==> src/ple_pkg.sv <==
package ple_pkg;

  localparam int unsigned DATA_W       = 32;
  localparam int unsigned CAPACITY_DEF = 16;

  typedef enum logic [2:0] {
    K_INS_FRONT = 3'd0,
    K_INS_END   = 3'd1,
    K_INS_POS   = 3'd2,
    K_DEL_FRONT = 3'd3,
    K_DEL_END   = 3'd4,
    K_DEL_POS   = 3'd5,
    K_DUMP      = 3'd6,
    K_NONE      = 3'd7
  } kind_e;

  typedef enum logic [1:0] {
    ST_OK    = 2'd0,
    ST_EMPTY = 2'd1,
    ST_RANGE = 2'd2,
    ST_FULL  = 2'd3
  } status_e;

endpackage

==> src/ple_ram.sv <==
module ple_ram import ple_pkg::*; #(
  parameter int unsigned WIDTH = DATA_W,
  parameter int unsigned DEPTH = CAPACITY_DEF,
  localparam int unsigned AW   = (DEPTH > 1) ? $clog2(DEPTH) : 1
) (
  input  logic             clk_i,
  input  logic             we_i,
  input  logic [AW-1:0]    waddr_i,
  input  logic [WIDTH-1:0] wdata_i,
  input  logic [AW-1:0]    raddr_i,
  output logic [WIDTH-1:0] rdata_o
);

  logic [WIDTH-1:0] mem_q [DEPTH];

  always_ff @(posedge clk_i) begin
    if (we_i) begin
      mem_q[waddr_i] <= wdata_i;
    end
    rdata_o <= mem_q[raddr_i];
  end

endmodule

==> src/positional_list_engine.sv <==
// Append and every full, empty or out-of-range word are answered from idle without a walk;
// other inserts shift the words from the index up one slot, then write the value; deletes
// shift the later words down one slot and return the deleted element; dump reads every element.
// The one-read, one-write element RAM moves one element per cycle; busy holds input off.
// The receiver cannot stall: each result word is strobed for exactly one cycle.
// Reset empties the list at once (count cleared); RAM contents are left as they are.
module positional_list_engine import ple_pkg::*; #(
  parameter int unsigned CAPACITY = CAPACITY_DEF
) (
  input  logic                     clk_i,
  input  logic                     rst_ni,
  input  logic                     start,
  output logic                     busy,
  input  logic [2:0]               kind_i,
  input  logic signed [DATA_W-1:0] value_i,
  input  logic [5:0]               position_i,
  output logic                     result_valid_o,
  output logic [1:0]               status_o,
  output logic signed [DATA_W-1:0] element_o,
  output logic                     last_o
);

  localparam int unsigned AW   = (CAPACITY > 1) ? $clog2(CAPACITY) : 1;
  localparam int unsigned CW   = $clog2(CAPACITY + 1);
  localparam int unsigned CMPW = (CW > 6) ? CW : 6;

  typedef enum logic [4:0] {
    S_IDLE  = 5'b00001,
    S_UP    = 5'b00010,
    S_DN    = 5'b00100,
    S_DRAIN = 5'b01000,
    S_PUT   = 5'b10000
  } state_e;

  typedef enum logic [1:0] {
    OP_INS  = 2'd0,
    OP_DEL  = 2'd1,
    OP_DUMP = 2'd2
  } op_e;

  state_e            state_q, state_d;
  op_e               op_q, op_d;
  logic [AW-1:0]     lo_q, lo_d;
  logic [AW-1:0]     ptr_q, ptr_d;
  logic [CW-1:0]     cnt_q, cnt_d;
  logic [DATA_W-1:0] val_q, val_d;
  logic              rd_vld_q, rd_vld_d;
  logic [AW-1:0]     rd_addr_q, rd_addr_d;

  logic              rv_q, rv_d;
  status_e           st_q, st_d;
  logic [DATA_W-1:0] el_q, el_d;
  logic              la_q, la_d;

  logic              we;
  logic [AW-1:0]     waddr, raddr;
  logic [DATA_W-1:0] wdata, rdata;

  logic [CMPW-1:0]   pos_x, cnt_x;
  logic [AW-1:0]     last_idx;
  logic [AW-1:0]     ins_idx, del_idx;
  logic              full, empty;
  logic [DATA_W-1:0] del_val;

  assign pos_x    = CMPW'(position_i);
  assign cnt_x    = CMPW'(cnt_q);
  assign last_idx = AW'(cnt_q - CW'(1));
  assign full     = (cnt_q == CW'(CAPACITY));
  assign empty    = (cnt_q == '0);
  assign del_val  = (rd_addr_q == lo_q) ? rdata : val_q;

  always_comb begin
    ins_idx = '0;
    del_idx = '0;
    unique case (kind_e'(kind_i))
      K_INS_END: ins_idx = AW'(cnt_q);
      K_INS_POS: begin
        if (pos_x <= CMPW'(1) || empty) begin
          ins_idx = '0;
        end else if (pos_x - CMPW'(1) < cnt_x) begin
          ins_idx = AW'(pos_x - CMPW'(1));
        end else begin
          ins_idx = AW'(cnt_q);
        end
      end
      K_DEL_END: del_idx = last_idx;
      K_DEL_POS: begin
        if (pos_x > CMPW'(1)) begin
          del_idx = AW'(pos_x - CMPW'(1));
        end
      end
      default: begin
        ins_idx = '0;
        del_idx = '0;
      end
    endcase
  end

  always_comb begin
    state_d   = state_q;
    op_d      = op_q;
    lo_d      = lo_q;
    ptr_d     = ptr_q;
    cnt_d     = cnt_q;
    val_d     = val_q;
    rd_vld_d  = 1'b0;
    rd_addr_d = rd_addr_q;
    rv_d      = 1'b0;
    st_d      = st_q;
    el_d      = el_q;
    la_d      = la_q;
    we        = 1'b0;
    waddr     = '0;
    wdata     = val_q;
    raddr     = ptr_q;

    // data phase: word read last cycle is on rdata
    if (rd_vld_q) begin
      unique case (op_q)
        OP_INS: begin
          we    = 1'b1;
          waddr = rd_addr_q + AW'(1);
          wdata = rdata;
        end
        OP_DEL: begin
          if (rd_addr_q == lo_q) begin
            val_d = rdata;
          end else begin
            we    = 1'b1;
            waddr = rd_addr_q - AW'(1);
            wdata = rdata;
          end
        end
        OP_DUMP: begin
          rv_d = 1'b1;
          st_d = ST_OK;
          el_d = rdata;
          la_d = (rd_addr_q == last_idx);
        end
        default: ;
      endcase
    end

    unique case (state_q)
      S_IDLE: begin
        if (start) begin
          unique case (kind_e'(kind_i))
            K_INS_FRONT, K_INS_END, K_INS_POS: begin
              if (full) begin
                rv_d = 1'b1;
                st_d = ST_FULL;
                el_d = '0;
                la_d = 1'b1;
              end else if (ins_idx == AW'(cnt_q)) begin
                // append: nothing moves
                we    = 1'b1;
                waddr = ins_idx;
                wdata = value_i;
                cnt_d = cnt_q + CW'(1);
                rv_d  = 1'b1;
                st_d  = ST_OK;
                el_d  = '0;
                la_d  = 1'b1;
              end else begin
                op_d    = OP_INS;
                lo_d    = ins_idx;
                ptr_d   = last_idx;
                val_d   = value_i;
                state_d = S_UP;
              end
            end
            K_DEL_FRONT, K_DEL_END, K_DEL_POS: begin
              if (empty) begin
                rv_d = 1'b1;
                st_d = ST_EMPTY;
                el_d = '0;
                la_d = 1'b1;
              end else if (kind_e'(kind_i) == K_DEL_POS && pos_x > cnt_x) begin
                rv_d = 1'b1;
                st_d = ST_RANGE;
                el_d = '0;
                la_d = 1'b1;
              end else begin
                op_d    = OP_DEL;
                lo_d    = del_idx;
                ptr_d   = del_idx;
                state_d = S_DN;
              end
            end
            K_DUMP: begin
              if (empty) begin
                rv_d = 1'b1;
                st_d = ST_EMPTY;
                el_d = '0;
                la_d = 1'b1;
              end else begin
                op_d    = OP_DUMP;
                lo_d    = '0;
                ptr_d   = '0;
                state_d = S_DN;
              end
            end
            default: ;
          endcase
        end
      end
      S_UP: begin
        // walk down from the tail, each word moves one slot up
        raddr     = ptr_q;
        rd_vld_d  = 1'b1;
        rd_addr_d = ptr_q;
        if (ptr_q == lo_q) begin
          state_d = S_DRAIN;
        end else begin
          ptr_d = ptr_q - AW'(1);
        end
      end
      S_DN: begin
        raddr     = ptr_q;
        rd_vld_d  = 1'b1;
        rd_addr_d = ptr_q;
        if (ptr_q == last_idx) begin
          state_d = S_DRAIN;
        end else begin
          ptr_d = ptr_q + AW'(1);
        end
      end
      S_DRAIN: begin
        unique case (op_q)
          OP_INS:  state_d = S_PUT;
          OP_DEL: begin
            rv_d    = 1'b1;
            st_d    = ST_OK;
            el_d    = del_val;
            la_d    = 1'b1;
            cnt_d   = cnt_q - CW'(1);
            state_d = S_IDLE;
          end
          default: state_d = S_IDLE;
        endcase
      end
      S_PUT: begin
        we      = 1'b1;
        waddr   = lo_q;
        wdata   = val_q;
        cnt_d   = cnt_q + CW'(1);
        rv_d    = 1'b1;
        st_d    = ST_OK;
        el_d    = '0;
        la_d    = 1'b1;
        state_d = S_IDLE;
      end
      default: state_d = S_IDLE;
    endcase
  end

  always_ff @(posedge clk_i or negedge rst_ni) begin
    if (!rst_ni) begin
      state_q  <= S_IDLE;
      op_q     <= OP_INS;
      cnt_q    <= '0;
      rd_vld_q <= 1'b0;
      rv_q     <= 1'b0;
    end else begin
      state_q  <= state_d;
      op_q     <= op_d;
      cnt_q    <= cnt_d;
      rd_vld_q <= rd_vld_d;
      rv_q     <= rv_d;
    end
  end

  always_ff @(posedge clk_i) begin
    lo_q      <= lo_d;
    ptr_q     <= ptr_d;
    val_q     <= val_d;
    rd_addr_q <= rd_addr_d;
    st_q      <= st_d;
    el_q      <= el_d;
    la_q      <= la_d;
  end

  ple_ram #(
    .WIDTH (DATA_W),
    .DEPTH (CAPACITY)
  ) u_ram (
    .clk_i   (clk_i),
    .we_i    (we),
    .waddr_i (waddr),
    .wdata_i (wdata),
    .raddr_i (raddr),
    .rdata_o (rdata)
  );

  assign busy           = (state_q != S_IDLE);
  assign result_valid_o = rv_q;
  assign status_o       = st_q;
  assign element_o      = el_q;
  assign last_o         = la_q;

  a_idle_no_read: assert property (@(posedge clk_i) disable iff (!rst_ni)
    (state_q == S_IDLE) |-> !rd_vld_q)
    else $error("read pending while idle");

  a_cnt_bound: assert property (@(posedge clk_i) disable iff (!rst_ni)
    cnt_q <= CW'(CAPACITY))
    else $error("element count above capacity");

  a_err_last: assert property (@(posedge clk_i) disable iff (!rst_ni)
    (result_valid_o && status_o != ST_OK) |-> last_o)
    else $error("error word without last flag");

  a_walk_in_list: assert property (@(posedge clk_i) disable iff (!rst_ni)
    (state_q == S_DN) |-> (CW'(ptr_q) < cnt_q))
    else $error("walk pointer past end of list");

  a_put_after_drain: assert property (@(posedge clk_i) disable iff (!rst_ni)
    (state_q == S_PUT) |-> $past(state_q == S_DRAIN))
    else $error("insert write without finished shift");

endmodule
==> config.mk <==
export PLATFORM = sky130hd
export DESIGN_NAME = positional_list_engine
export DESIGN_NICKNAME = d
export VERILOG_FILES = /design/src/ple_pkg.sv /design/src/ple_ram.sv /design/src/positional_list_engine.sv
export SDC_FILE = /design/constraint.sdc
export NUM_CORES = 1
export LEC_CHECK = 0
export CORE_ASPECT_RATIO = 0.6
export CORE_UTILIZATION = 25
export CTS_CLUSTER_SIZE = 40
export DETAILED_ROUTE_END_ITERATION = 7
export DONT_BUFFER_PORTS = 1
export GPL_TIMING_DRIVEN = 0
export PLACE_DENSITY = 0.41
export SYNTH_ARGS = -nofsm -noshare
export SYNTH_HDL_FRONTEND = slang
export SYNTH_HIERARCHICAL = 1
export SYNTH_SLANG_ARGS = --single-unit
==> constraint.sdc <==
create_clock -name clk_i -period 6.4 [get_ports clk_i]
set_input_delay 0.64 -clock clk_i [delete_from_list [all_inputs] [get_ports clk_i]]
set_output_delay 0.64 -clock clk_i [all_outputs]
set_load 0.005 [all_outputs]
==> results_dict.tcl <==
set metrics [dict create \
    status "finished with violations" \
    violations "max-capacitance violations, max-slew violations" \
    routedWlPerCell_um 26.58 \
    p_leak_nw 10.03 \
    syn_inst 1565 \
    path_max_fanout 10 \
    antenna_found_initial 2 \
    synth_edf_count 524 \
    postLayoutCellArea_um2 30670 \
    drt-vias-per-instance 4.821 \
    ios 81 \
    cts_buffer_depth 3 \
    cp_slowest_stage_delay_ns 0.88 \
    async_flop_share_pct 2.198 \
    max_slew_margin_pct -1.054 \
    max_cap_viol_count 1 \
    path_cells "buf_4 -> inv_2 -> ha_1 -> or3b_2 -> clkbuf_1 -> nor2_1 -> nor3_1 -> nor3b_2 -> buf_2 -> or3b_1 -> or3b_2 -> nor3_4 -> buf_8 -> buf_16 -> buf_16" \
    regArea_um2 18070 \
    crit_buf_inv 7 \
    grt_max_degree 20 \
    vias 14970 \
    rsz0062_at_grt "false" \
    syn2layout_area_growth_pct 17.12 \
    cts_tree "yes" \
    dr.pass1.iters 5 \
    max-vdd-ir-drop_uv 204.7 \
    post_route_cells_drive_above_1_share_pct 18.70 \
    fin_hold_ws_ns 0.1515 \
    core_um2 103300 \
    power_density_nw_per_um2 462.7 \
    synth_seq_area_share_pct 68.99 \
    cp_top_family "simple AND/OR/NAND/NOR gates" \
    cts-buffers-inserted 58 \
    worst_slew_pin_slew_ns 1.516 \
    clock_latency_ns 0.65 \
    required_ns 6.74 \
    rows 91 \
    placed_area_um2 28660 \
    grt-ovfl-total 0 \
    start_util_pct 25.36 \
    min_path_type "primary input to flip-flop" \
    layout_commonest_cell "edfxtp_1" \
    ys_ff_latch 637 \
    track_usage_pct 15.43 \
    postCtsSetupRepairBufs 0 \
    fin_crit_sh_pct 90.22 \
    worst_ep_arrival_time_ns 6.11 \
    dp_hpwl_mm 56.36 \
    die_area_um2 106100 \
    place_congestion 0.7953 \
    dieHeight_um 252.7 \
    io_buffers 0 \
    ys_types 73 \
    final_cell_mix "edfxtp_1 (524), mux2i_1 (131), mux4_2 (128), dfxtp_1 (99), nand2_1 (89)" \
    place_ws_ns 0.3354 \
    n_antenna_cell 0 \
    crit_type "flip-flop to flip-flop" \
    ys_warn_count 6 \
    clock-sinks 637 \
    synth_area_per_cell_um2 16.73 \
    worst_setup_path_end_kind "flip-flop" \
    htreeDepth 2 \
    synth_nets 1628 \
    die_width_um 419.8 \
    critPathLaunchType "flip-flop" \
    grt_pass1_wl_mm 114.8 \
    fin_skew_ns 0.02017 \
    first_iter_violations 1646 \
    grt_pass1_vias 14920 \
    cts_root_buffer "clkbuf_16" \
    period_minus_slack_ns 5.774 \
    power_mw 14.19 \
    netlist_area_um2 26190 \
    drc 0 \
    setup_viol 0 \
    postRouteAntennaNets 0 \
    final_hold_viol_count 0 \
    nets 1725 \
    max_freq_mhz 173.2 \
    totalWireLength_mm 82.55 \
    setup_ws_ns 0.6261 \
    drv_slew 11 \
    multiInputGateArea_um2 7752 \
    synth_ff_type "edfxtp_1" \
    n_fill_cell 10200 \
    fin_setup_tns_ns 0 \
    crit_slowest_cell "nor3b_2" \
    clk_pin_slew_ns 0.08 \
]
synthesized netlist by cell type (13+ instances only):
library cell | n | share of area [%]
nand2_1 | 89 | 1.3
inv_1 | 17 | 0.24
xnor2_1 | 16 | 0.54
edfxtp_1 | 524 | 60
buf_1 | 14 | 0.20
nand2b_1 | 14 | 0.33
nor3_1 | 16 | 0.31
dfrtp_1 | 13 | 1.2
mux2i_1 | 131 | 5.0
mux4_2 | 128 | 11
o22ai_1 | 35 | 0.84
ha_1 | 18 | 0.86
buf_2 | 14 | 0.27
a21oi_1 | 57 | 1.1
dfxtp_1 | 99 | 7.6
clkbuf_1 | 54 | 0.77
o21ai_1 | 26 | 0.50
xor2_1 | 14 | 0.47
o21ai_0 | 21 | 0.40
nor2_1 | 73 | 1.0
buf_4 | 13 | 0.37
a22oi_1 | 65 | 1.9
routing by layer:
| layer | global-route usage (%) | vias up | share of wire (%) |
|---|---|---|---|
| met5 | 0 | - | 0 |
| met4 | 3.243 | 0 | 1.7 |
| met3 | 2.916 | 86 | 6.5 |
| met2 | 22.52 | 466 | 43 |
| met1 | 23.47 | 7971 | 49 |
| li1 | - | 6450 | - |
final cells by class:
type	instances	share of cell area, %
sequential	637	58.91
multi-input combinational	815	25.28
tap	1395	5.691
clock buffer	69	5.034
timing repair buffer	37	1.987
clock inverter	40	1.501
buffer	95	1.383
inverter	18	0.2203
per-stage QoR:
step	instances	utilization, %
2_1_floorplan	1565	-
3_3_place_gp	2960	27.05
3_5_place_dp	2996	27.75
4_1_cts	3106	29.70
5_1_grt	3106	29.70
6_report	3106	29.70
state kept, by name (all words and copies together) (netlist names):
register,count
rd_addr_q,4
op_q,2
ptr_q,4
state_q,5
status_o,2
val_q,32
rd_vld_q,1
u_ram/mem_q,512
result_valid_o,1
element_o,32
cnt_q,5
last_o,1
lo_q,4
u_ram/rdata_o,32
worst reg2reg max path, stage by stage (launching register included):
cell and delay, ns:
dfrtp_1 0.43, buf_4 0.24, inv_2 0.08, ha_1 0.26, or3b_2 0.21, clkbuf_1 0.40
nor2_1 0.16, nor3_1 0.38, nor3b_2 0.88, buf_2 0.53, or3b_1 0.24, or3b_2 0.59
nor3_4 0.46, buf_8 0.24, buf_16 0.18, buf_16 0.18
kinds of logic after synthesis:
| family | after synthesis | synth area share, % |
|---|---|---|
| DFF | 637 | 68.99 |
| muxes | 261 | 16.10 |
| AOI/OAI and AO/OA | 252 | 6.393 |
| and+or+nand+nor | 251 | 4.553 |
| buffers and inverters | 113 | 1.873 |
| xor gates and xnor gates | 32 | 1.151 |
| adders and majority gates | 19 | 0.9364 |
timing repair:
item                      CTS  global route
hold buffers                1             0
hold endpoints to repair   14             0
gates resized for setup     0             0
worst paths after layout:
kind                                      start                           end  slack (ns)  cells past startpoint
min in group asynchronous                rst_ni      result_valid_o$_DFF_PN0_        0.55                      1
max in group asynchronous                rst_ni          cnt_q[2]$_DFFE_PN0P_        5.30                      1
max reg2reg                cnt_q[0]$_DFFE_PN0P_  u_ram/mem_q[0][22]$_DFFE_PP_        0.63                     15
min                                 value_i[13]             val_q[13]$_DFF_P_        0.15                      2
min reg2reg                 status_o[0]$_DFF_P_           status_o[0]$_DFF_P_        0.53                      2
max                        cnt_q[0]$_DFFE_PN0P_  u_ram/mem_q[0][22]$_DFFE_PP_        0.63                     15
where the power goes:
| part | total (mW) | internal [mW] | switching, mW |
|---|---|---|---|
| Sequential | 6.04 | 5.61 | 0.425 |
| Clock | 3.72 | 2.09 | 1.63 |
| Combinational | 4.44 | 1.63 | 2.81 |
(Power assumes the default switching activity.)
